[config.mk]
export PLATFORM = sky130hd
export DESIGN_NAME = sia_pre
export DESIGN_NICKNAME = d
export VERILOG_FILES = /design/src/rtl/sia_pkg.sv /design/src/rtl/sia_pre.sv
export SDC_FILE = /design/constraint.sdc
export NUM_CORES = 2
export LEC_CHECK = 0
export ABC_AREA = 0
export BUFFER_PORTS_ARGS = -buffer_cell sky130_fd_sc_hd__buf_2
export CAP_MARGIN = 5
export CELL_PAD_IN_SITES_DETAIL_PLACEMENT = 0
export CELL_PAD_IN_SITES_GLOBAL_PLACEMENT = 1
export CORE_AREA = 2 2 536 538
export DETAILED_ROUTE_END_ITERATION = 8
export DIE_AREA = 0 0 538 540
export GPL_ROUTABILITY_DRIVEN = 0
export PLACE_DENSITY = 0.41
export SLEW_MARGIN = 40
export SYNTH_ARGS = -nofsm -noshare
export SYNTH_HDL_FRONTEND = slang
export SYNTH_SLANG_ARGS = --single-unit
[constraint.sdc]
create_clock -name vclk -period 19.9
set_clock_uncertainty 0.05 [all_clocks]
set_input_delay 3.98 -clock vclk [all_inputs]
set_output_delay 3.98 -clock vclk [all_outputs]
set_load 0.05 [all_outputs]
[src/rtl/sia_pkg.sv]
// shared types, constants and step functions of the saturating interval unit
package sia_pkg;

  localparam int WORD_BITS  = 64;
  localparam int FIELD_BITS = 64;
  localparam int NUM_LANES  = 4;

  localparam logic [2:0] OP_ADD = 3'd0;
  localparam logic [2:0] OP_SUB = 3'd1;
  localparam logic [2:0] OP_MUL = 3'd2;
  localparam logic [2:0] OP_DIV = 3'd3;
  localparam logic [2:0] OP_MOD = 3'd4;
  localparam logic [2:0] OP_AND = 3'd5;

  typedef logic signed [WORD_BITS-1:0] word_t;
  typedef logic        [WORD_BITS-1:0] uword_t;
  typedef logic signed [FIELD_BITS-1:0] field_t;

  localparam word_t  MAX_W  = {1'b0, {(WORD_BITS-1){1'b1}}};
  localparam word_t  MIN_W  = {1'b1, {(WORD_BITS-1){1'b0}}};
  localparam uword_t HALF_U = {1'b1, {(WORD_BITS-1){1'b0}}};

  // one lane of the bit-serial engine: multiplicand or divisor, shifting
  // operand/quotient, accumulator or partial remainder, sticky overflow
  typedef struct packed {
    uword_t x;
    uword_t y;
    uword_t acc;
    logic   ovf;
  } lane_t;

  typedef struct packed {
    logic [2:0]           op;
    logic [NUM_LANES-1:0] neg;
    logic                 full;
    logic                 swap;
    logic                 single;
    logic                 empty;
    word_t                amin;
    word_t                amax;
    word_t                da;
    word_t                pmin;
    word_t                pmax;
  } side_t;

  function automatic uword_t mag(word_t v);
    return v[WORD_BITS-1] ? uword_t'(-v) : uword_t'(v);
  endfunction

  function automatic word_t neg_u(uword_t u);
    return word_t'(~u + uword_t'(1));
  endfunction

  function automatic word_t smin(word_t a, word_t b);
    return (a < b) ? a : b;
  endfunction

  function automatic word_t smax(word_t a, word_t b);
    return (a > b) ? a : b;
  endfunction

  // one bit of shift-and-add multiply or restoring divide, msb first
  function automatic lane_t lane_step(lane_t l, logic mul);
    logic [WORD_BITS:0] t;
    uword_t             r;
    lane_t              o;
    o = l;
    if (mul) begin
      t = {l.acc, 1'b0} + (l.y[WORD_BITS-1] ? {1'b0, l.x} : '0);
      o.ovf = l.ovf | (t > {1'b0, HALF_U});
      o.acc = t[WORD_BITS-1:0];
      o.y   = {l.y[WORD_BITS-2:0], 1'b0};
    end else begin
      r = {l.acc[WORD_BITS-2:0], l.y[WORD_BITS-1]};
      if (r >= l.x) begin
        o.acc = r - l.x;
        o.y   = {l.y[WORD_BITS-2:0], 1'b1};
      end else begin
        o.acc = r;
        o.y   = {l.y[WORD_BITS-2:0], 1'b0};
      end
    end
    return o;
  endfunction

endpackage

[src/rtl/sia_pre.sv]
// operand decode: direct results and lane setup for the cell chain
module sia_pre (
  input  logic [2:0]                                 operation_i,
  input  sia_pkg::field_t                            left_min_i,
  input  sia_pkg::field_t                            left_max_i,
  input  sia_pkg::field_t                            right_min_i,
  input  sia_pkg::field_t                            right_max_i,
  output sia_pkg::lane_t [sia_pkg::NUM_LANES-1:0]    lanes_o,
  output sia_pkg::side_t                             side_o
);

  localparam int W = sia_pkg::WORD_BITS;

  sia_pkg::word_t amin, amax, bmin, bmax, ds, abs_bmin, abs_bmax, da;
  sia_pkg::uword_t dv;
  logic signed [W:0] add_min, add_max, sub_min, sub_max;

  function automatic sia_pkg::word_t sat_wide(logic signed [W:0] s);
    if (s[W] != s[W-1]) return s[W] ? sia_pkg::MIN_W : sia_pkg::MAX_W;
    return s[W-1:0];
  endfunction

  function automatic sia_pkg::word_t s_abs(sia_pkg::word_t v);
    if (v == sia_pkg::MIN_W) return sia_pkg::MAX_W;
    return (v < 0) ? -v : v;
  endfunction

  assign amin = sia_pkg::word_t'(left_min_i);
  assign amax = sia_pkg::word_t'(left_max_i);
  assign bmin = sia_pkg::word_t'(right_min_i);
  assign bmax = sia_pkg::word_t'(right_max_i);

  assign add_min = (W+1)'(amin) + (W+1)'(bmin);
  assign add_max = (W+1)'(amax) + (W+1)'(bmax);
  assign sub_min = (W+1)'(amin) - (W+1)'(bmax);
  assign sub_max = (W+1)'(amax) - (W+1)'(bmin);

  assign ds       = (bmax < 0) ? bmax : bmin;
  assign abs_bmin = s_abs(bmin);
  assign abs_bmax = s_abs(bmax);
  assign da       = sia_pkg::smax(abs_bmin, abs_bmax);
  assign dv       = (operation_i == sia_pkg::OP_DIV) ? sia_pkg::mag(ds) : sia_pkg::uword_t'(da);

  always_comb begin
    side_o        = '0;
    side_o.op     = operation_i;
    side_o.full   = (bmin <= 0) && (bmax >= 0);
    side_o.swap   = ds[W-1];
    side_o.single = (bmin == bmax) && (bmin != sia_pkg::MAX_W) && (bmin != sia_pkg::MIN_W);
    side_o.empty  = side_o.single && ((amax < amin) || (da == 0));
    side_o.amin   = amin;
    side_o.amax   = amax;
    side_o.da     = da;
    side_o.pmin   = sia_pkg::MIN_W;
    side_o.pmax   = sia_pkg::MAX_W;
    case (operation_i)
      sia_pkg::OP_ADD: begin
        side_o.pmin = sat_wide(add_min);
        side_o.pmax = sat_wide(add_max);
      end
      sia_pkg::OP_SUB: begin
        side_o.pmin = sat_wide(sub_min);
        side_o.pmax = sat_wide(sub_max);
      end
      sia_pkg::OP_AND: begin
        if (amin < 0) begin
          if (bmin >= 0) begin
            side_o.pmin = '0;
            side_o.pmax = bmax;
          end
        end else begin
          side_o.pmin = '0;
          side_o.pmax = (bmin < 0) ? amax : sia_pkg::smin(amax, bmax);
        end
      end
      default: begin
      end
    endcase

    lanes_o = '0;
    if (operation_i == sia_pkg::OP_MUL) begin
      lanes_o[0].x = sia_pkg::mag(amin);
      lanes_o[0].y = sia_pkg::mag(bmin);
      lanes_o[1].x = sia_pkg::mag(amin);
      lanes_o[1].y = sia_pkg::mag(bmax);
      lanes_o[2].x = sia_pkg::mag(amax);
      lanes_o[2].y = sia_pkg::mag(bmin);
      lanes_o[3].x = sia_pkg::mag(amax);
      lanes_o[3].y = sia_pkg::mag(bmax);
      side_o.neg   = {amax[W-1] ^ bmax[W-1], amax[W-1] ^ bmin[W-1],
                      amin[W-1] ^ bmax[W-1], amin[W-1] ^ bmin[W-1]};
    end else begin
      lanes_o[0].x = dv;
      lanes_o[0].y = sia_pkg::mag(amin);
      lanes_o[1].x = dv;
      lanes_o[1].y = sia_pkg::mag(amax);
      side_o.neg   = {2'b00, amax[W-1] ^ ds[W-1], amin[W-1] ^ ds[W-1]};
    end
  end

endmodule

Word-level counts from Yosys, hierarchy flattened:

Index checks and enable logic that the tools add are counted.
Widths: inputs -> output; s select.

* add/sub/neg operators: 9
* multiply operators: 0
* divide/modulo/power cells: 0
* $lt $le $gt $ge: 9
* eq/ne operators: 13
* shifts and indexed selects: 0
* muxes and demuxes: 46
* bitwise operators: 6
* reduce and logical (&&, ||, !) cells: 7

Operators with widths (count)
* $mux 64: 28
* $mux 128: 6
* $pmux 128 s3: 1
* $neg 64->64: 5
* $lt 64x1->1 const B: 3
* $add 64x64->65: 2
* $sub 64x64->65: 2
* $eq 64x64->1 const B: 2
* $ge 64x1->1 const B: 2
* $lt 64x64->1: 2
* $ne 64x64->1 const B: 2
* $eq 64x64->1: 1
* $gt 64x64->1: 1
* $le 64x1->1 const B: 1
* $logic_not 64->1: 1
* $mux 1: 10
* $eq 3x2->1 const B: 2
* $xor 1x1->1: 6
* $logic_and 1x1->1: 4
* $mux 4: 1
* $ne 1x1->1: 4
* $eq 3x1->1 const B: 1
* $eq 3x3->1 const B: 1
* $logic_not 3->1: 1
* $logic_or 1x1->1: 1

* bits in registers: 0
* latch bits: 0
* RAM bits: 0
* ROM bits: 0
* logic and storage cells: 90
* memories kept: 0

Depth between registers and ports, before layout:

* depth in word-level cells: 8
* mapped depth: 28
* depth with buffers taken out: 22

Worst setup path after synthesis:

OpenSTA, ideal clock, no wires.

* path kind: input port to output port
* from: input port right_max_i[63]
* to: output port lanes_o[370] in the netlist's numbering
* arrival time: 11543 ps
* path slack: 4327 ps
* stages: 26
* path buffers: 12
* path through: clkbuf_1 -> clkbuf_1 -> buf_1 -> clkbuf_1 -> buf_2 -> buf_1 -> buf_1 -> clkbuf_1 -> clkbuf_1 -> o21ai_0 -> nor2_1 -> ha_1 -> nor2b_1 -> o21a_1 -> o21a_1 -> o21ai_0 -> a21boi_0 -> o21ai_0 -> a211oi_1 -> a211oi_1 -> clkbuf_1 -> clkbuf_1 -> mux2i_1 -> nand2_1 -> o21ai_0 -> buf_4

RTL lines
* start, declared: RTL line sia_pre.sv:7 `input sia_pkg::field_t right_max_i,`
* end, declared: RTL line sia_pre.sv:8 `output sia_pkg::lane_t [sia_pkg::NUM_LANES-1:0] lanes_o,`

==> impl_metrics.tcl <==
set metrics [dict create \
    rsz0062_at_grt "no" \
    multi_input_area_mm2 0.0364 \
    critical-path-max-stage-delay_ns 0.74 \
    finalWirelength_mm 446 \
    synth_top_area_frac 0.137 \
    die_w_um 538 \
    seq_cells 0 \
    crit_path_top_delay_cell "nor4_4" \
    synth.most_common_cell "nor2_1" \
    worstPathArrival_ns 12.00 \
    synth_top_cell_by_area "ha_1" \
    start_kind "input pin" \
    ys_types 82 \
    cts_resized 0 \
    cp_max_fo 53 \
    final_net_count 7832 \
    syn_to_final_growth_pct 20.6 \
    grt_pass1_vias 52200 \
    setup_tns_ns 0 \
    dr.pass1.iters 8 \
    worst_setup_path_end_kind "output port" \
    critPathRequiredTime_ns 15.87 \
    clkbuf_count 0 \
    die_h_um 540 \
    pin_count 1362 \
    antenna_found_initial 214 \
    ys_top_cells_by_area "ha_1, buf_4, xnor2_1" \
    postCtsSetupBuffers 0 \
    setup_viol 0 \
    mappedNetlistArea_mm2 0.0415 \
    dieArea_mm2 0.291 \
    fmax_mhz 62.4 \
    port_buffers 1102 \
    min_period_ns 16.03 \
    crit_top_cell "mux2i_1" \
    slew_headroom 0.312 \
    yosys_warnings 0 \
    initial_core_util 0.146 \
    synth-seq-area-share 0 \
    cp_num_buf_inv 6 \
    worst_pin_slew_ns 1.02 \
    wl_per_cell_um 40.4 \
    postCtsHoldBufs 0 \
    status "finished clean" \
    path_class "input pin to output port" \
    via_count 56700 \
    core_mm2 0.284 \
    maxCapViolCount 0 \
    grt_pass1_wl_mm 554 \
    final_antenna_net_count 0 \
    rows 196 \
    period_share 0.805 \
    grt_usage 0.290 \
    synth_common_cells "nor2_1, buf_4, a21oi_1" \
    drive_gt1_frac 0.212 \
    regArea_um2 0 \
    initialDrtViolationCount 7554 \
    drcViolationCount 0 \
    dp_hpwl_mm 386 \
    hold_path.class "input pin to output port" \
    grt-ovfl-total 0 \
    drv_slew 0 \
    path_delay_family "simple AND/OR/NAND/NOR gates" \
    netlist_instances 6469 \
    hold_viol 0 \
    avgSynthCellArea_um2 6.42 \
    fill_cells 33400 \
    grt_start_max_net_pins 169 \
    via_per_inst 5.14 \
]
## final timing paths
path | cells after the start | to | slack, ns | start
worst max-delay path | 25 | lanes_o[133] | 3.87 | right_min_i[1]
worst min-delay path | 2 | side_o[259] | 8.31 | left_min_i[3]
## layout by cell type (no fill, tap or decap), types with 18 or more instances in the layout
master     netlist  layout
a211oi_1        33      32
a21boi_0        19      18
a21o_1         144     144
a21oi_1        506     500
a31oi_1         58      57
and2_1          75      74
and3_1          27      27
and4_1          25      25
buf_2            4    1101
buf_4          519     203
conb_1           1     260
diode_2          0     151
ha_1           454     453
inv_1          379     379
mux2i_1        161     159
nand2_1        419     416
nand2b_1        48      47
nand3_1         97      95
nand4_1        151     151
nor2_1         782     779
nor2b_1         56      55
nor3_1         122     118
nor4_1          90      85
o2111ai_1       63      45
o211ai_1        30      30
o21a_1          54      54
o21ai_0        418     411
o21bai_1        63      63
o221ai_1        71      71
o22ai_1         84      82
o31ai_1         92      91
o41ai_1         49      47
or2_2           31      31
or3_1           54      54
or4_1           45      45
xnor2_1        417     368
xnor2_2          0      49
xor2_1         194     190
## layer usage
metal	wire length, µm	vias to the layer above	track usage
met5	365	-	0
met3	40100	786	0.0595
li1	-	23800	-
met4	36000	58	0.195
met1	180000	28000	0.365
met2	190000	4001	0.442
## final cells by class
cell class                 instances  share of cell area
inverter                         382              0.0286
tap                             3762              0.0940
timing repair buffer            1312               0.143
antenna                          151             0.00755
multi-input combinational       5419               0.727
## logic make-up (layout without fill, tap and decap cells)
logic type | after synthesis | count (layout) | share of synthesized area
mux | 177 | 177 | 0.0432
other cells | 1 | 411 | 0.0000904
buf+inv | 1309 | 1694 | 0.166
xor+xnor | 611 | 611 | 0.129
simple gates | 2075 | 2075 | 0.239
fa+ha+maj | 458 | 458 | 0.139
compound gates | 1838 | 1838 | 0.283
## stage by stage
step                      std cells  instance area, µm²  hold WS (ns)  setup WS (ns)  utilization
after detailed placement      10900               49600          8.31           4.10        0.174
final                         11000               50100          8.31           3.87        0.176
after global routing          11000               49900          8.32           3.74        0.176
after floorplan                6728               42500          8.08           4.33            -
after global placement        10900               49000          8.31           3.22        0.172
after CTS                     10900               49600          8.31           4.08        0.174
