### src/rtl/sia_pkg.sv
// shared types, constants and step functions of the saturating interval unit
package sia_pkg;

  localparam int WORD_BITS  = 64;
  localparam int FIELD_BITS = 64;
  localparam int NUM_LANES  = 4;

  localparam logic [2:0] OP_ADD = 3'd0;
  localparam logic [2:0] OP_SUB = 3'd1;
  localparam logic [2:0] OP_MUL = 3'd2;
  localparam logic [2:0] OP_DIV = 3'd3;
  localparam logic [2:0] OP_MOD = 3'd4;
  localparam logic [2:0] OP_AND = 3'd5;

  typedef logic signed [WORD_BITS-1:0] word_t;
  typedef logic        [WORD_BITS-1:0] uword_t;
  typedef logic signed [FIELD_BITS-1:0] field_t;

  localparam word_t  MAX_W  = {1'b0, {(WORD_BITS-1){1'b1}}};
  localparam word_t  MIN_W  = {1'b1, {(WORD_BITS-1){1'b0}}};
  localparam uword_t HALF_U = {1'b1, {(WORD_BITS-1){1'b0}}};

  // one lane of the bit-serial engine: multiplicand or divisor, shifting
  // operand/quotient, accumulator or partial remainder, sticky overflow
  typedef struct packed {
    uword_t x;
    uword_t y;
    uword_t acc;
    logic   ovf;
  } lane_t;

  typedef struct packed {
    logic [2:0]           op;
    logic [NUM_LANES-1:0] neg;
    logic                 full;
    logic                 swap;
    logic                 single;
    logic                 empty;
    word_t                amin;
    word_t                amax;
    word_t                da;
    word_t                pmin;
    word_t                pmax;
  } side_t;

  function automatic uword_t mag(word_t v);
    return v[WORD_BITS-1] ? uword_t'(-v) : uword_t'(v);
  endfunction

  function automatic word_t neg_u(uword_t u);
    return word_t'(~u + uword_t'(1));
  endfunction

  function automatic word_t smin(word_t a, word_t b);
    return (a < b) ? a : b;
  endfunction

  function automatic word_t smax(word_t a, word_t b);
    return (a > b) ? a : b;
  endfunction

  // one bit of shift-and-add multiply or restoring divide, msb first
  function automatic lane_t lane_step(lane_t l, logic mul);
    logic [WORD_BITS:0] t;
    uword_t             r;
    lane_t              o;
    o = l;
    if (mul) begin
      t = {l.acc, 1'b0} + (l.y[WORD_BITS-1] ? {1'b0, l.x} : '0);
      o.ovf = l.ovf | (t > {1'b0, HALF_U});
      o.acc = t[WORD_BITS-1:0];
      o.y   = {l.y[WORD_BITS-2:0], 1'b0};
    end else begin
      r = {l.acc[WORD_BITS-2:0], l.y[WORD_BITS-1]};
      if (r >= l.x) begin
        o.acc = r - l.x;
        o.y   = {l.y[WORD_BITS-2:0], 1'b1};
      end else begin
        o.acc = r;
        o.y   = {l.y[WORD_BITS-2:0], 1'b0};
      end
    end
    return o;
  endfunction

endpackage

### src/rtl/sia_post.sv
// result assembly: signs, saturation, min/max and modulo bounds
module sia_post (
  input  sia_pkg::lane_t [sia_pkg::NUM_LANES-1:0] lanes_i,
  input  sia_pkg::side_t                          side_i,
  output sia_pkg::field_t                         result_min_o,
  output sia_pkg::field_t                         result_max_o,
  output logic                                    result_empty_o
);

  localparam int W = sia_pkg::WORD_BITS;

  sia_pkg::word_t [sia_pkg::NUM_LANES-1:0] prod;
  sia_pkg::word_t  q0, q1, m0, m1, dm1, rmin, rmax;
  sia_pkg::uword_t lim [sia_pkg::NUM_LANES];
  logic signed [W:0] span_m, span_a;
  logic empty;

  function automatic sia_pkg::word_t quot(sia_pkg::uword_t q, logic neg);
    if (neg) return sia_pkg::neg_u(q);
    return (q == sia_pkg::HALF_U) ? sia_pkg::MAX_W : sia_pkg::word_t'(q);
  endfunction

  always_comb begin
    for (int k = 0; k < sia_pkg::NUM_LANES; k++) begin
      lim[k] = side_i.neg[k] ? sia_pkg::HALF_U : sia_pkg::HALF_U - sia_pkg::uword_t'(1);
      if (lanes_i[k].ovf || (lanes_i[k].acc > lim[k])) begin
        prod[k] = side_i.neg[k] ? sia_pkg::MIN_W : sia_pkg::MAX_W;
      end else begin
        prod[k] = side_i.neg[k] ? sia_pkg::neg_u(lanes_i[k].acc)
                                : sia_pkg::word_t'(lanes_i[k].acc);
      end
    end
  end

  assign q0 = quot(lanes_i[0].y, side_i.neg[0]);
  assign q1 = quot(lanes_i[1].y, side_i.neg[1]);

  // remainder carries the sign of the dividend
  assign m0 = side_i.amin[W-1] ? sia_pkg::neg_u(lanes_i[0].acc)
                               : sia_pkg::word_t'(lanes_i[0].acc);
  assign m1 = side_i.amax[W-1] ? sia_pkg::neg_u(lanes_i[1].acc)
                               : sia_pkg::word_t'(lanes_i[1].acc);
  assign span_m = (W+1)'(m1) - (W+1)'(m0);
  assign span_a = (W+1)'(side_i.amax) - (W+1)'(side_i.amin);
  assign dm1    = side_i.da - sia_pkg::word_t'(1);

  always_comb begin
    rmin  = side_i.pmin;
    rmax  = side_i.pmax;
    empty = 1'b0;
    case (side_i.op)
      sia_pkg::OP_MUL: begin
        rmin = sia_pkg::smin(sia_pkg::smin(prod[0], prod[1]), sia_pkg::smin(prod[2], prod[3]));
        rmax = sia_pkg::smax(sia_pkg::smax(prod[0], prod[1]), sia_pkg::smax(prod[2], prod[3]));
      end
      sia_pkg::OP_DIV: begin
        if (!side_i.full) begin
          rmin = side_i.swap ? q1 : q0;
          rmax = side_i.swap ? q0 : q1;
        end
      end
      sia_pkg::OP_MOD: begin
        if (side_i.empty) begin
          rmin  = '0;
          rmax  = '0;
          empty = 1'b1;
        end else if (side_i.single && (m1 >= m0) && (span_m == span_a)) begin
          rmin = m0;
          rmax = m1;
        end else begin
          rmin = sia_pkg::smax(sia_pkg::smin(side_i.amin, '0), -dm1);
          rmax = sia_pkg::smin(sia_pkg::smax(side_i.amax, '0), dm1);
        end
      end
      default: begin
      end
    endcase
  end

  assign result_min_o   = sia_pkg::FIELD_BITS'(rmin);
  assign result_max_o   = sia_pkg::FIELD_BITS'(rmax);
  assign result_empty_o = empty;

endmodule
### config.mk
export PLATFORM = sky130hd
export DESIGN_NAME = sia_post
export DESIGN_NICKNAME = d
export VERILOG_FILES = /design/src/rtl/sia_pkg.sv /design/src/rtl/sia_post.sv
export SDC_FILE = /design/constraint.sdc
export NUM_CORES = 2
export LEC_CHECK = 0
export ABC_CLOCK_PERIOD_IN_PS = 14100
export BUFFER_PORTS_ARGS = -buffer_cell sky130_fd_sc_hd__buf_2
export CORE_AREA = 10 10 467 469
export DETAILED_ROUTE_END_ITERATION = 6
export DIE_AREA = 0 0 477 479
export RECOVER_POWER = 50
export SLEW_MARGIN = 10
export SYNTH_ARGS = -nofsm -noshare
export SYNTH_HDL_FRONTEND = slang
export SYNTH_SLANG_ARGS = --single-unit
export TNS_END_PERCENT = 1
### constraint.sdc
create_clock -name vclk -period 14.1
set_input_delay 0.705 -clock vclk [all_inputs]
set_output_delay 0.705 -clock vclk [all_outputs]
set_load 0.005 [all_outputs]
Word-level counts from Yosys, hierarchy flattened
Index checks and enable logic that the tools add are counted.
Widths: inputs -> output; s select.
{"block": "word_totals", "romBits": 0, "output_inout_bits": 129, "reg_bits": 0, "n_memories": 0, "ram_bits": 0, "elab_cells": 87, "inputBits": 1103, "latchBits": 0}
{"block": "classes", "addsub": 10, "n_mux": 44, "order_cmp": 15, "n_shift": 0, "eq_ne": 6, "bitwise": 6, "reduce_logical": 6, "div": 0, "n_mul": 0}
{"operator": "$mux 64", "count": 38}
{"operator": "$gt 64x64->1", "count": 8}
{"operator": "$add 64x1->64 const B", "count": 6}
{"operator": "$not 64->64", "count": 6}
{"operator": "$pmux 64 s3", "count": 2}
{"operator": "$lt 64x64->1", "count": 4}
{"operator": "$sub 64x64->65", "count": 2}
{"operator": "$eq 64x64->1 const B", "count": 2}
{"operator": "$eq 65x65->1", "count": 1}
{"operator": "$ge 64x64->1", "count": 1}
{"operator": "$gt 64x1->1 const B", "count": 1}
{"operator": "$lt 64x1->1 const B", "count": 1}
{"operator": "$neg 64->64", "count": 1}
{"operator": "$sub 64x2->64 const B", "count": 1}
{"operator": "$eq 3x2->1 const B", "count": 2}
{"operator": "$logic_or 1x1->1", "count": 4}
{"operator": "$mux 1", "count": 4}
{"operator": "$eq 3x3->1 const B", "count": 1}
{"operator": "$logic_and 1x1->1", "count": 2}

Logic depth before layout (Yosys ltp)
{"block": "depth", "depth_word": 9, "depth_mapped": 52, "depth_no_buf": 41}

Least setup slack after synthesis
No wires, ideal clock.
{"block": "synth_path", "kind": "input to output", "from": "in side_i[324] (netlist name)", "to": "out result_max_o[46]", "path_stages": 46, "n_path_buf": 12, "path_slack_ns": 2.520, "arrival_ns": 10.875, "t_required_ns": 13.395, "path_cell_list": "clkbuf_1 inv_1 clkbuf_1 clkbuf_1 buf_1 ha_1 nand4_1 or3_1 nor4_1 nand3_1 o41ai_1 clkbuf_1 clkbuf_1 buf_1 a21oi_1 a21oi_1 ha_1 a21o_1 [... 10 more ...] mux2i_1 inv_1 ha_1 nand4_1 or2_2 nor4_1 nand3_1 nor4_1 nand2_1 o21ai_0 a21oi_1 nand2_1 mux2i_1 clkbuf_1 buf_1 mux2i_1 a222oi_1 o21ai_0"}
{"block": "synth_via", "elab_chain_cells": 9, "elab_cells_between_ends": 14, "cone_classes": "order compare: 3; mux: 10; reduce/logical: 1"}
{"element": "start: declaration", "line": "sia_post.sv:4", "text": "input sia_pkg::side_t side_i,"}
{"element": "$mux 64", "line": "sia_post.sv:25, sia_post.sv:27"}
{"element": "$gt 64x64->1", "line": "sia_post.sv:26", "text": "if (lanes_i[k].ovf || (lanes_i[k].acc > lim[k])) begin"}
{"element": "$logic_or 1x1->1", "line": "sia_post.sv:26"}
{"element": "$mux 64", "line": "sia_post.sv:26"}
{"element": "$gt 64x64->1", "line": "sia_pkg.sv:59", "text": "return (a > b) ? a : b;"}
{"element": "$mux 64", "line": "sia_pkg.sv:59"}
{"element": "$gt 64x64->1", "line": "sia_pkg.sv:59"}
{"element": "$mux 64", "line": "sia_pkg.sv:59"}
{"element": "$pmux 64 s3 (*)", "line": "sia_post.sv:51", "text": "case (side_i.op)"}
{"element": "end: declaration", "line": "sia_post.sv:6", "text": "output sia_pkg::field_t result_max_o,"}
Mark *: on every way between the ends. The rest lies on a longest branch, timed or not.

Final worst setup path
{"block": "layout_path", "from": "in side_i[327] (netlist name)", "to": "out result_min_o[29]"}
{"block": "layout_via", "elab_chain_cells": 9, "elab_cells_between_ends": 10, "cone_classes": "order compare: 3; mux: 6; reduce/logical: 1"}
{"element": "$mux 64", "line": "sia_post.sv:25, sia_post.sv:27"}
{"element": "$gt 64x64->1", "line": "sia_post.sv:26"}
{"element": "$logic_or 1x1->1", "line": "sia_post.sv:26"}
{"element": "$mux 64 (*)", "line": "sia_post.sv:26"}
{"element": "$lt 64x64->1", "line": "sia_pkg.sv:55", "text": "return (a < b) ? a : b;"}
{"element": "$mux 64 (*)", "line": "sia_pkg.sv:55"}
{"element": "$lt 64x64->1", "line": "sia_pkg.sv:55"}
{"element": "$mux 64 (*)", "line": "sia_pkg.sv:55"}
{"element": "$pmux 64 s3 (*)", "line": "sia_post.sv:51"}
{"element": "end: declaration", "line": "sia_post.sv:5", "text": "output sia_pkg::field_t result_min_o,"}
Marks and branches as above.

==> metrics.txt <==
outcome complete, but fails checks; violated checks DRC, capacitance limit, slew limit; CP Class in -> out; fin area 61590 sq um; CTS Hold Bufs 0; fin. max-slew vios 5; metal3 WL 61680 microns; CTS-repair resized insts 0; Hold WC Path Type in -> out; die area 228500 sq um; post-synthesis cell type count 105; number of routed nets with antenna violations 0; GR Util All Layers 0.3415; Post-CTS Setup Inserts 0; die width 477 microns; Vias/cell 6.217; Slowest Stage Delay on Critical Path 1.17 ns; number of fill cells 23690; io pins 1232; Total Wirelength 422100 microns; post-route setup slack 0.1721 ns; Layout Cells excl Fill 11660; Area after DPL 61430 sq um; crit path launch type input port; Synth Area in XOR/XNOR 0.07034; die height 479 microns; hold path cells 4; fin nets 10620; met2 wire len 155800 microns; final setup TNS 0 ns; commonest cells in the netlist 849 x nor2_1, 782 x nand2_1, 774 x ha_1; vias 72490; # setup viols final 0; critical path's slowest cell o21ai_0; GRT overflow 0; most used cell, CP a21o_1; Worst slew margin -0.02548; Mapped Area 52690 sq um; Core ar. 208700 sq um; critical path peak fanout 97; Fmax achieved 0.07180 GHz; Register Area 0 sq um; met1 wire length 164800 microns; final estimated routing congestion in global placement 1.108; Port Buffers 848; highest layer used for signal routing met5; Yosys top cell area share 0.1838; Crit path required time 13.40 ns; first-pass GRT wire length 548700 microns; RSZ-0062 raised after global routing false; yosys warns 0; crit path time final 13.93 ns; drt first pass iters 7; pre-CTS WS 0.9469 ns; syn avg cell area 6.554 sq um; multiplexer share of the synthesized area 0.07519; post-synthesis adder-cell area fraction 0.1846; initial antenna violation count 232; largest family of logic cells by synthesized area compound AO/OA/AOI/OAI gates; First DRT Iteration DRCs 11250; post-synthesis compound-gate area fraction 0.3284; Max-Cap Viols 3; vias in the first global route 62250; placed cells 11540; Wirelength per Cell 36.21 microns; Worst Tran Pin Value 1.527 ns; # clk buffers 0; post-synthesis simple-gate area fraction 0.2820; syn nets 9918; Final Hold Vio Count 0; part of the cycle the worst path needs 0.9878; Seq/Total Area, Yosys 0; row count 168; DRC 8; largest cells by area after synthesis ha_1 18%, a21oi_1 6.1%, nor2_1 6.0%, nand2_1 5.6%, a21o_1 5.4%; cell with the most instances after synthesis nor2_1; fraction of layout cells with a size suffix above 1 0.1591; Crit. End Element output port; Cells after Synth 8039; CP arrival 13.22 ns; num sequential 0; Initial Util 0.2524; DP Wirelength 373200 microns; area leader, netlist ha_1; largest net degree at the start of global routing 138; area grow syn2layout 16.89%
==> per-layer routing <==
layer / vias up / GRT usage
li1: 31780 / -
met2: 5248 / 0.4538
met1: 34230 / 0.4354
met3: 1085 / 0.1382
met4: 146 / 0.2524
met5: - / 0
==> worst max-delay path, delay by kind of cell <==
| kind | cells | cell delay, ns |
|---|---|---|
| XOR/XNOR | 1 | 0.28 |
| AND/OR/NAND/NOR | 9 | 2.02 |
| adder cells (fa/ha/maj) | 3 | 0.94 |
| buffers and inverters | 9 | 2.75 |
| AO/OA/AOI/OAI | 22 | 6.44 |
==> final timing paths <==
check / slack [ns] / from / to
worst max-delay path: 0.17 / side_i[327] / result_min_o[29]
worst min-delay path: 1.83 / side_i[117] / result_min_o[53]
==> stage by stage <==
step / utilization / hold slack (ns)
3_5_place_dp: 0.2943 / 1.833
6_report: 0.2951 / 1.827
4_1_cts: 0.2943 / 1.833
2_1_floorplan: - / 1.520
5_1_grt: 0.2939 / 1.866
3_3_place_gp: 0.2943 / 1.827
==> cell usage in the layout (no fill, tap or decap), types with 46 or more instances in the layout <==
| master | count |
|---|---|
| or3_1 | 161 |
| nor2_1 | 845 |
| diode_2 | 119 |
| o211ai_1 | 52 |
| xnor2_1 | 261 |
| nand2b_1 | 74 |
| o21a_1 | 63 |
| inv_1 | 319 |
| a21o_1 | 381 |
| mux2_2 | 79 |
| buf_4 | 288 |
| a211oi_1 | 65 |
| ha_1 | 774 |
| a21oi_1 | 642 |
| and2_1 | 103 |
| buf_2 | 839 |
| nand4_1 | 207 |
| o211a_1 | 69 |
| o311a_1 | 46 |
| nand2_1 | 780 |
| nand3_1 | 156 |
| mux2i_1 | 278 |
| o21ai_1 | 77 |
| nor2b_1 | 67 |
| a31oi_1 | 166 |
| or4_1 | 47 |
| xor2_1 | 110 |
| a222oi_1 | 51 |
| nor3_1 | 237 |
| nor4_1 | 124 |
| o22ai_1 | 104 |
| o21ai_0 | 516 |
==> cell type report <==
cell class / count / area, sq um / share of cell area
Tap cell: 2805 / 3510 / 0.05699
Antenna cell: 119 / 297.8 / 0.004835
Timing Repair Buffer: 1189 / 6802 / 0.1104
Inverter: 323 / 1212 / 0.01969
Multi-Input combinational cell: 7223 / 49770 / 0.8081
==> kinds of logic (layout without fill, tap and decap cells) <==
kind of cell	Yosys count	count (layout)
adders and majority gates	776	776
xor gates and xnor gates	398	398
muxes	382	382
buffers and inverters	816	1512
and+or+nand+nor	3039	3039
other	1	120
AOI/OAI and AO/OA	2627	2627
